[config.mk]
export PLATFORM = sky130hd
export DESIGN_NAME = frame_duplicate_filter_top
export DESIGN_NICKNAME = d
export VERILOG_FILES = /design/src/design/fdf_pkg.sv /design/src/design/frame_duplicate_filter_top.sv /design/src/design/fdf_ram.sv /design/src/design/fdf_walk.sv
export SDC_FILE = /design/constraint.sdc
export NUM_CORES = 2
export LEC_CHECK = 0
export BUFFER_PORTS_ARGS = -buffer_cell sky130_fd_sc_hd__clkbuf_2
export CAP_MARGIN = 20
export CORE_ASPECT_RATIO = 0.9
export CORE_MARGIN = 2
export CORE_UTILIZATION = 25
export DETAILED_ROUTE_END_ITERATION = 8
export GPL_ROUTABILITY_DRIVEN = 1
export HOLD_SLACK_MARGIN = 0.12
export PLACE_DENSITY = 0.35
export SETUP_SLACK_MARGIN = 0.4
export SYNTH_ARGS = -nofsm -noshare
export SYNTH_HDL_FRONTEND = slang
export SYNTH_SLANG_ARGS = --single-unit
[constraint.sdc]
create_clock -name clk -period 8.88 [get_ports clk]
set_input_delay 0.444 -clock clk [delete_from_list [all_inputs] [get_ports clk]]
set_output_delay 0.444 -clock clk [all_outputs]
set_load 0.02 [all_outputs]
[src/design/fdf_pkg.sv]
// Shared types and constants for the frame duplicate filter.
package fdf_pkg;

  localparam logic [31:0] TTL_RESET = 32'd1000;
  localparam logic [31:0] TIME_MAX  = 32'hFFFF_FFFF;

  // configuration register indexes (byte address >> 2)
  localparam logic REG_TTL = 1'b0;

  typedef enum logic [1:0] {
    ST_IDLE,
    ST_SCAN,
    ST_WRITE,
    ST_DONE
  } fdf_state_t;

  typedef struct packed {
    logic [7:0]  kind;
    logic [15:0] sequence_req;
    logic [15:0] source_id;
    logic [15:0] net_id;
  } fdf_key_t;

  typedef struct packed {
    logic [31:0] stamp;
    fdf_key_t    key;
  } fdf_entry_t;

  localparam int ENTRY_W = $bits(fdf_entry_t);

  // walker status towards the top level
  typedef struct packed {
    logic idle;
    logic valid;
    logic dup;
  } fdf_res_t;

endpackage

[src/design/frame_duplicate_filter_top.sv]
// Frame duplicate filter: each frame's key is checked against a table of
// CACHE_ENTRIES recently seen keys held in a one-port-read RAM, one entry per
// cycle, dropping entries older than ttl_ms on the way; a new frame takes a
// free, expired or oldest slot. The next frame is accepted only after the walk
// through the table, at one RAM read per cycle, has ended (early on a duplicate)
// and its result has moved to the output register. Valid bits clear at reset,
// so the block is ready straight out of reset. ttl_ms sits at byte address 0.
module frame_duplicate_filter_top #(
  parameter int CACHE_ENTRIES = 16
) (
  input  logic        clk,
  input  logic        rst_n,
  input  logic        in_tvalid,
  output logic        in_tready,
  input  logic [79:0] in_tdata,   // net_id, source_id, sequence_req, now_ms
  input  logic [7:0]  in_tuser,   // frame_type
  output logic        out_tvalid,
  input  logic        out_tready,
  output logic [7:0]  out_tdata,  // is_duplicate, zero padding
  input  logic        cfg_psel,
  input  logic        cfg_penable,
  input  logic        cfg_pwrite,
  input  logic [2:0]  cfg_paddr,
  input  logic [31:0] cfg_pwdata,
  output logic [31:0] cfg_prdata,
  output logic        cfg_pready
);
  import fdf_pkg::*;

  logic [31:0] ttl_r;
  logic        cfg_wr;
  logic        reg_idx;
  fdf_key_t    key;
  fdf_res_t    res;
  logic        start, res_take;
  logic        out_vld_r, out_vld_nxt;
  logic        out_dup_r, out_dup_nxt;

  assign cfg_pready = 1'b1;
  assign reg_idx    = cfg_paddr[2];
  assign cfg_wr     = cfg_psel && cfg_penable && cfg_pwrite;
  assign cfg_prdata = (reg_idx == REG_TTL) ? ttl_r : 32'd0;

  always_ff @(posedge clk) begin
    if (!rst_n) begin
      ttl_r <= TTL_RESET;
    end else if (cfg_wr && (reg_idx == REG_TTL)) begin
      ttl_r <= cfg_pwdata;
    end
  end

  assign key.net_id       = in_tdata[15:0];
  assign key.source_id    = in_tdata[31:16];
  assign key.sequence_req = in_tdata[47:32];
  assign key.kind         = in_tuser;

  assign in_tready = res.idle;
  assign start     = in_tvalid && res.idle;

  fdf_walk #(
    .CACHE_ENTRIES (CACHE_ENTRIES)
  ) u_walk (
    .clk      (clk),
    .rst_n    (rst_n),
    .start    (start),
    .key_in   (key),
    .now_in   (in_tdata[79:48]),
    .ttl      (ttl_r),
    .res_take (res_take),
    .res      (res)
  );

  // output register parts the result side from the walker
  assign res_take = res.valid && (!out_vld_r || out_tready);

  always_comb begin
    out_vld_nxt = out_vld_r;
    out_dup_nxt = out_dup_r;
    if (out_vld_r && out_tready) out_vld_nxt = 1'b0;
    if (res_take) begin
      out_vld_nxt = 1'b1;
      out_dup_nxt = res.dup;
    end
  end

  always_ff @(posedge clk) begin
    if (!rst_n) begin
      out_vld_r <= 1'b0;
    end else begin
      out_vld_r <= out_vld_nxt;
    end
  end

  always_ff @(posedge clk) begin
    out_dup_r <= out_dup_nxt;
  end

  assign out_tvalid = out_vld_r;
  assign out_tdata  = {7'd0, out_dup_r};

  a_no_take_when_full: assert property (@(posedge clk) disable iff (!rst_n)
    (out_vld_r && !out_tready) |-> !res_take)
    else $error("result overwrote a waiting transaction");

  a_take_loads_output: assert property (@(posedge clk) disable iff (!rst_n)
    res_take |=> out_vld_r)
    else $error("result lost on the way to the output");

  a_no_accept_while_busy: assert property (@(posedge clk) disable iff (!rst_n)
    res.valid |-> !in_tready)
    else $error("input accepted while a result is pending in the walker");

endmodule

[src/design/fdf_ram.sv]
// Generic single-write, single-read RAM with registered read data.
module fdf_ram #(
  parameter int WIDTH = 8,
  parameter int DEPTH = 16,
  localparam int AW = (DEPTH > 1) ? $clog2(DEPTH) : 1
) (
  input  logic             clk,
  input  logic             we,
  input  logic [AW-1:0]    waddr,
  input  logic [WIDTH-1:0] wdata,
  input  logic [AW-1:0]    raddr,
  output logic [WIDTH-1:0] rdata
);

  logic [WIDTH-1:0] mem [DEPTH];
  logic [WIDTH-1:0] rdata_r;

  always_ff @(posedge clk) begin
    if (we) begin
      mem[waddr] <= wdata;
    end
    rdata_r <= mem[raddr];
  end

  assign rdata = rdata_r;

endmodule

[src/design/fdf_walk.sv]
// Table walker: valid bits, entry RAM and the per-frame scan sequencer.
module fdf_walk #(
  parameter int CACHE_ENTRIES = 16
) (
  input  logic            clk,
  input  logic            rst_n,
  input  logic            start,
  input  fdf_pkg::fdf_key_t key_in,
  input  logic [31:0]     now_in,
  input  logic [31:0]     ttl,
  input  logic            res_take,
  output fdf_pkg::fdf_res_t res
);
  import fdf_pkg::*;

  localparam int IW = (CACHE_ENTRIES > 1) ? $clog2(CACHE_ENTRIES) : 1;
  localparam int CW = $clog2(CACHE_ENTRIES + 1);
  localparam logic [CW-1:0] LAST_CNT = CW'(CACHE_ENTRIES);

  fdf_state_t state_r, state_nxt;

  logic [CACHE_ENTRIES-1:0] valid_r, valid_nxt;
  logic [CW-1:0]            issue_r, issue_nxt;
  logic                     ev_vld_r, ev_vld_nxt;
  logic [IW-1:0]            ev_idx_r, ev_idx_nxt;
  logic                     have_free_r, have_free_nxt;
  logic [IW-1:0]            victim_r, victim_nxt;
  logic [31:0]              best_r, best_nxt;
  logic                     dup_r, dup_nxt;
  fdf_key_t                 key_r, key_nxt;
  logic [31:0]              now_r, now_nxt;

  fdf_entry_t rd_entry, wr_entry;
  logic [ENTRY_W-1:0] rdata;
  logic        ram_we;
  logic [31:0] age;
  logic        live, expired, hit;

  fdf_ram #(
    .WIDTH (ENTRY_W),
    .DEPTH (CACHE_ENTRIES)
  ) u_ram (
    .clk   (clk),
    .we    (ram_we),
    .waddr (victim_r),
    .wdata (wr_entry),
    .raddr (issue_r[IW-1:0]),
    .rdata (rdata)
  );

  assign rd_entry       = fdf_entry_t'(rdata);
  assign wr_entry.stamp = now_r;
  assign wr_entry.key   = key_r;

  // modular age against ttl, key compare on the entry read last cycle
  assign age     = now_r - rd_entry.stamp;
  assign live    = valid_r[ev_idx_r];
  assign expired = age > ttl;
  assign hit     = ev_vld_r && live && !expired && (rd_entry.key == key_r);

  always_comb begin
    state_nxt = state_r;
    case (state_r)
      ST_IDLE: begin
        if (start) state_nxt = ST_SCAN;
      end
      ST_SCAN: begin
        if (hit) begin
          state_nxt = ST_DONE;
        end else if (!ev_vld_r && (issue_r == LAST_CNT)) begin
          state_nxt = ST_WRITE;
        end
      end
      ST_WRITE: state_nxt = ST_DONE;
      ST_DONE: begin
        if (res_take) state_nxt = ST_IDLE;
      end
      default: state_nxt = ST_IDLE;
    endcase
  end

  always_comb begin
    valid_nxt     = valid_r;
    issue_nxt     = issue_r;
    ev_vld_nxt    = ev_vld_r;
    ev_idx_nxt    = ev_idx_r;
    have_free_nxt = have_free_r;
    victim_nxt    = victim_r;
    best_nxt      = best_r;
    dup_nxt       = dup_r;
    key_nxt       = key_r;
    now_nxt       = now_r;
    ram_we        = 1'b0;
    case (state_r)
      ST_IDLE: begin
        if (start) begin
          key_nxt       = key_in;
          now_nxt       = now_in;
          issue_nxt     = '0;
          ev_vld_nxt    = 1'b0;
          have_free_nxt = 1'b0;
          victim_nxt    = '0;
          best_nxt      = TIME_MAX;
          dup_nxt       = 1'b0;
        end
      end
      ST_SCAN: begin
        if (issue_r < LAST_CNT) begin
          issue_nxt  = issue_r + 1'b1;
          ev_vld_nxt = 1'b1;
          ev_idx_nxt = issue_r[IW-1:0];
        end else begin
          ev_vld_nxt = 1'b0;
        end
        if (ev_vld_r) begin
          if (!live) begin
            victim_nxt    = ev_idx_r;
            have_free_nxt = 1'b1;
          end else if (expired) begin
            valid_nxt[ev_idx_r] = 1'b0;
            victim_nxt          = ev_idx_r;
            have_free_nxt       = 1'b1;
          end else if (hit) begin
            dup_nxt    = 1'b1;
            ev_vld_nxt = 1'b0;
          end else if (!have_free_r && (rd_entry.stamp < best_r)) begin
            best_nxt   = rd_entry.stamp;
            victim_nxt = ev_idx_r;
          end
        end
      end
      ST_WRITE: begin
        ram_we              = 1'b1;
        valid_nxt[victim_r] = 1'b1;
      end
      ST_DONE: begin
      end
      default: begin
      end
    endcase
  end

  always_ff @(posedge clk) begin
    if (!rst_n) begin
      state_r  <= ST_IDLE;
      valid_r  <= '0;
      ev_vld_r <= 1'b0;
      issue_r  <= '0;
    end else begin
      state_r  <= state_nxt;
      valid_r  <= valid_nxt;
      ev_vld_r <= ev_vld_nxt;
      issue_r  <= issue_nxt;
    end
  end

  always_ff @(posedge clk) begin
    ev_idx_r    <= ev_idx_nxt;
    have_free_r <= have_free_nxt;
    victim_r    <= victim_nxt;
    best_r      <= best_nxt;
    dup_r       <= dup_nxt;
    key_r       <= key_nxt;
    now_r       <= now_nxt;
  end

  assign res.idle  = (state_r == ST_IDLE);
  assign res.valid = (state_r == ST_DONE);
  assign res.dup   = dup_r;

  a_write_sets_valid: assert property (@(posedge clk) disable iff (!rst_n)
    (state_r == ST_WRITE) |=> valid_r[$past(victim_r)])
    else $error("stored entry not marked valid");

  a_eval_only_in_scan: assert property (@(posedge clk) disable iff (!rst_n)
    (state_r != ST_SCAN) |-> !ev_vld_r)
    else $error("entry evaluation outside scan");

  a_issue_bound: assert property (@(posedge clk) disable iff (!rst_n)
    issue_r <= LAST_CNT)
    else $error("read index ran past the table");

  a_done_holds_valid: assert property (@(posedge clk) disable iff (!rst_n)
    (state_r == ST_DONE) |=> $stable(valid_r))
    else $error("valid bits changed while result waits");

endmodule
* After elaboration in Yosys (flattened, before gate mapping)
Memories as Yosys holds them, arrays and structs flattened. A register that Yosys moved wholly into a read port is not among the register bits. Cells that the tools add are included.
Operators by class: add/subtract/negate cells 2, magnitude comparators 7, equal/unequal tests 19, muxes and demuxes 54, bitwise gates (word level) 4, reduce and logical (&&, ||, !) cells 32
Operators with widths (count):
- $mux W32 | 7
- $pmux W32 S2 | 1
- $eq A56 B56 Y1 | 1
- $mux W16 | 3
- $gt A32 B32 Y1 | 1
- $lt A32 B32 Y1 | 1
- $pmux W16 S2 | 1
- $sub A32 B32 Y32 | 1
- $mux W4 | 6
- $mux W1 | 21
- $and A16 B16 Y16 | 1
- $ne A2 B1 Y1 const B | 8
- $not A16 Y16 | 1
- $or A16 B16 Y16 | 1
- $logic_and A1 B1 Y1 | 13
- $lt A4 B5 Y1 const B | 2
- $mux W5 | 2
- $pmux W5 S2 | 1
- $demux W1 S4 | 2
- $ge A4 B1 Y1 const B | 2
- $mux W2 | 4
- $ne A4 B4 Y1 const B | 2
- $pmux W2 S4 | 1
- $pmux W4 S2 | 1
- 21 further kinds | 34
Word-level totals: bits in registers 188, memory bits (writable) 1408, input port bits 130, output and inout bits 43, logic and storage cells 136, memories kept 1
Memory list:
- u_walk.u_ram.mem | depth 16, width 88, read ports 1, clocked after Yosys merged registers in 1, wr ports 1, line fdf_ram.sv:15 | logic [WIDTH-1:0] mem [DEPTH];

* Logic depth before layout (Yosys ltp)
word-level depth 10, depth in mapped cells 24, mapped depth without buffers 23

* By module
From an unflattened synthesis, not the netlist that was laid out.
Unflattened totals: cell total of the unflattened synthesis 3424, area, all modules 65835.6 um2
Modules (own cells, without submodules):
- fdf_ram | instances 1, cells each 2256, area each 54354.6 um2, seq. area each 44042.2 um2
- fdf_walk | instances 1, cells each 976, area each 9773.1 um2, seq. area each 4384.2 um2
- frame_duplicate_filter_top | instances 1, cells each 192, area each 1707.9 um2, seq. area each 690.7 um2

* Worst setup path before layout
OpenSTA, ideal clock, no wires.
path type flip-flop to flip-flop, start point reg u_walk.state_r[0], end point reg u_walk.valid_r[0], setup time 0.103 ns, arrival time 7.874 ns, data required time 8.777 ns, path slack 0.902 ns, cell stages (with the launch flop) 9, path buffers 1, clock period less this slack 7.978 ns, cell sequence dfxtp_1 -> inv_1 -> ha_1 -> clkbuf_1 -> inv_1 -> or3_1 -> nor3_1 -> a22oi_1 -> a31oi_1
On the way: longest elaborated chain between the ends 3, elaborated cells on any way between the ends 8, classes of those cells eq/ne (5); mux (1); reduce/logical (2)
RTL lines:
- from (decl) | line fdf_walk.sv:20 | fdf_state_t state_r, state_nxt;
- from (signal assigned) | line fdf_walk.sv:150 | state_r <= state_nxt;
- $eq A2 B1 Y1 / $eq A2 B2 Y1 (equally long branches) | line fdf_walk.sv:94 | case (state_r)
- $ne A2 B1 Y1 (no source line) / $reduce_bool A2 Y1 (equally long branches)
- $reduce_and A4 Y1 (no source line)
- to (signal assigned) | line fdf_walk.sv:151 | valid_r <= valid_nxt;
- to (decl) | line fdf_walk.sv:22 | logic [CACHE_ENTRIES-1:0] valid_r, valid_nxt;
Several ways; a longest one is shown, not always the timed one. A chain may end at the register's enable or synchronous reset.

* Worst setup path after layout
start point reg u_walk.now_r[0], end point reg u_walk.best_r[11], enable pin
On the way: longest elaborated chain between the ends 7, elaborated cells on any way between the ends 8, classes of those cells add/sub (1); order compare (1); eq/ne (2); reduce/logical (4)
RTL lines:
- from (decl) | line fdf_walk.sv:31 | logic [31:0] now_r, now_nxt;
- from (signal assigned) | line fdf_walk.sv:164 | now_r <= now_nxt;
- $sub A32 B32 Y32 (*) | line fdf_walk.sv:56 | assign age = now_r - rd_entry.stamp;
- $gt A32 B32 Y1 (*) | line fdf_walk.sv:58 | assign expired = age > ttl;
- $logic_not A1 Y1 | line fdf_walk.sv:59 | assign hit = ev_vld_r && live && !expired && (rd_entry.key == key_r);
- $logic_and A1 B1 Y1 (2 in series) | line fdf_walk.sv:59
- $ne A2 B2 Y1 (no source line)
- $reduce_and A7 Y1 (no source line) (*)
- to (signal assigned) | line fdf_walk.sv:161 | best_r <= best_nxt;
- to (decl) | line fdf_walk.sv:28 | logic [31:0] best_r, best_nxt;
Every way passes the cells marked *; elsewhere a longest branch is shown, timed or not.

==> flow_summary.toml <==
[run_status]
outcome = "completed"

[die]
dieArea_mm2 = 0.264
coreArea_mm2 = 0.259
start_util = 0.252
fp.dieH_um = 488
rows = 177
ios = 173
die_w_um = 542

[cts]
numCtsBuffers = 194
cts.sinks = 1684
cts-resized-gates = 0
cts_setup_buffers = 0
cts_tree = "done"
root_buffer = "clkbuf_16"
cts.path.max_buffers = 4
clk_pin_slew_worst_paths_ns = 0.06
cts_max_level = 4
clk_latency_ns = 0.84

[cells_and_area]
fin_util = 0.300
fillers = 25200
drive_gt1_frac = 0.266
area_growth_pct = 19.4
nets = 3736
fin_area_mm2 = 0.0777

[drt]
final_antenna_net_count = 0
drt_iter0_drc = 2303
wl_per_cell_um = 26.2
viasPerCell = 4.41
wirelength_um = 185000
first_pass_iters = 5
dr_total_vias = 31200
drc_errors = 0

[synthesis]
synth_ff_type = "edfxtp_1"
synth-seq-area-share = 0.755
synth_area_leader_cell = "edfxtp_1"
yosysWarnings = 0
ys_top_cells_by_count = "edfxtp_1 (1,539), mux4_2 (445), dfxtp_1 (145)"
synthCells = 3085
syn_area_mm2 = 0.0651
synth_most_common_cell = "edfxtp_1"
synth-edff-count = 1539
ys_types = 67
ys_top_cells_by_area = "edfxtp_1 (71%), mux4_2 (15%), dfxtp_1 (4.5%)"
synth.avg_cell_area_um2 = 21.1
synth_seq_cells = 1684
async_flop_share = 0
synth_top_area_frac = 0.710

[setup_path]
crit_path_max_incr_delay_ns = 0.61
worst_path_max_delay_cell = "edfxtp_1"
arrival_ns = 7.40
crit_path_end_kind = "flop"
cp.required_ns = 9.32
critical_path_class = "reg2reg"
crit_fanout = 32
crit_family = "compound AO/OA/AOI/OAI gates"
critPathLaunchType = "flop"
path_cells = "inv_1 > ha_1 > inv_1 > fa_1 > a21oi_1 > o21ai_0 > a21oi_1 > nor4_1 > o21ai_0 > a31oi_1 > nand4_1 > a41oi_1 > xor2_1 > ha_1 > nand4_1 > or3_1 > nor2_1 > nand2_1 > o21a_1 > nor2_1 > nand2_1 > or3_1 > a21oi_4 > buf_4"
crit_buf_inv = 3

[power_and_ir_drop]
ir_drop_uv = 158
power_w = 0.0215
power_density_mw_per_mm2 = 277
power.leakage_nw = 24.5

[timing]
slew_viol_final = 0
finalHoldViolCount = 0
fin_crit_sh = 0.783
rsz0062_at_grt = "no"
max_freq_ghz = 0.144
slew-limit-headroom = 0.304
min_period_ns = 6.96
skew_ns = 0.0399
worstMarginPinSlew_ns = 1.04
finalSetupViolations = 0
fin_tns_setup_ns = 0
fin_ws_ns = 1.92

[run]
cap_violations = 0

[grt]
grt_pass1_vias = 33000
grt_max_degree = 114
grt_overflow = 0
track_usage = 0.139
grt_pass1_wl_um = 261000
antenna_found_initial = 7

[placement]
dp.final_hpwl_um = 96700
gp_congestion = 0.723
dp_slack_ns = 1.89
io_buffer_count = 162
place_area_mm2 = 0.0704

[min_path]
hold_path_class = "in2reg"
final cells by class:
| class | count | area (µm²) | share of cell area |
|---|---|---|---|
| antenna | 3 | 7.51 | 0.0000966 |
| clock buffer | 278 | 5490 | 0.0706 |
| clock inverter | 71 | 618 | 0.00796 |
| inverter | 116 | 435 | 0.00561 |
| multi-input combinational | 1156 | 15100 | 0.194 |
| sequential | 1684 | 49100 | 0.632 |
| tap | 3401 | 4260 | 0.0548 |
| timing repair buffer | 353 | 2660 | 0.0342 |
through the flow:
step | hold slack, ns | instances
5_1_grt | 0.216 | 7060
2_1_floorplan | 0.400 | 3091
6_report | 0.239 | 7062
4_1_cts | 0.169 | 7059
3_3_place_gp | 0.412 | 6589
3_5_place_dp | 0.415 | 6589
sequential cells by signal, indices dropped and copies added, names as in the netlist:
| signal | count |
|---|---|
| out_dup_r | 1 |
| out_tvalid | 1 |
| ttl_r | 32 |
| u_walk.best_r | 32 |
| u_walk.dup_r | 1 |
| u_walk.ev_idx_r | 4 |
| u_walk.ev_vld_r | 1 |
| u_walk.have_free_r | 1 |
| u_walk.issue_r | 5 |
| u_walk.key_r | 56 |
| u_walk.now_r | 32 |
| u_walk.state_r | 2 |
| u_walk.u_ram.mem | 1408 |
| u_walk.u_ram.rdata | 88 |
| u_walk.valid_r | 16 |
| u_walk.victim_r | 4 |
power breakdown:
group          internal, W  total (W)  switching, W  leakage (nW)
clock              0.00459    0.00781       0.00322          2.99
sequential         0.00963     0.0103      0.000648          15.1
combinational      0.00149    0.00345       0.00196          6.49
routing by layer:
layer	routed length (µm)	global-route usage	vias to the layer above	share of wire
li1	-	-	13500	-
met1	89300	0.200	16800	0.48
met2	86200	0.222	595	0.47
met3	5990	0.0208	246	0.032
met4	3400	0.0289	0	0.018
met5	0	0	-	0
tightest hold or removal path, stage by stage:
cell and delay [ns]:
clkbuf_2 0.09, nand4b_1 0.09, buf_4 0.24, nand2_1 0.09, a21boi_0 0.06
cell usage in the layout (no fill, tap or decap), types with 23 or more instances in the layout:
| cell type | count |
|---|---|
| edfxtp_1 | 1539 |
| a21boi_0 | 26 |
| ha_1 | 99 |
| dfxtp_1 | 141 |
| nand4_1 | 26 |
| xnor2_1 | 48 |
| o21ai_0 | 23 |
| a21oi_1 | 47 |
| a31oi_1 | 24 |
| buf_4 | 61 |
| mux4_2 | 445 |
| inv_1 | 116 |
| clkinv_2 | 24 |
| clkbuf_16 | 198 |
| clkbuf_2 | 162 |
| nand2_1 | 114 |
| clkinv_1 | 29 |
| clkbuf_8 | 23 |
| a21o_1 | 34 |
| dlygate4sd3_1 | 121 |
| clkbuf_1 | 57 |
| xor2_1 | 32 |
| nor2_1 | 55 |
cells by family after synthesis:
family                     share of synthesized area
DFF                                            0.755
muxes                                          0.154
and+or+nand+nor                               0.0218
buffers and inverters                         0.0155
AOI/OAI and AO/OA                             0.0232
adders and majority gates                     0.0195
xor gates and xnor gates                      0.0108
other                                       0.000115
repair_timing:
item | in CTS | in global routing
hold buffers | 121 | 0
endpoints found under the setup margin | 0 | 0
endpoints found under the hold margin | 122 | 0
worst paths after layout:
path              depth (start not counted)                 to  slack [ns]             from
hold / removal                            5          ttl_r[23]        0.24      cfg_penable
hold reg to reg                           0          out_dup_r        0.42     u_walk.dup_r
setup reg to reg                         24  u_walk.best_r[11]        1.92  u_walk.now_r[0]
setup / recovery                         24  u_walk.best_r[11]        1.92  u_walk.now_r[0]
Note: power is estimated with default switching activity, not from simulation.
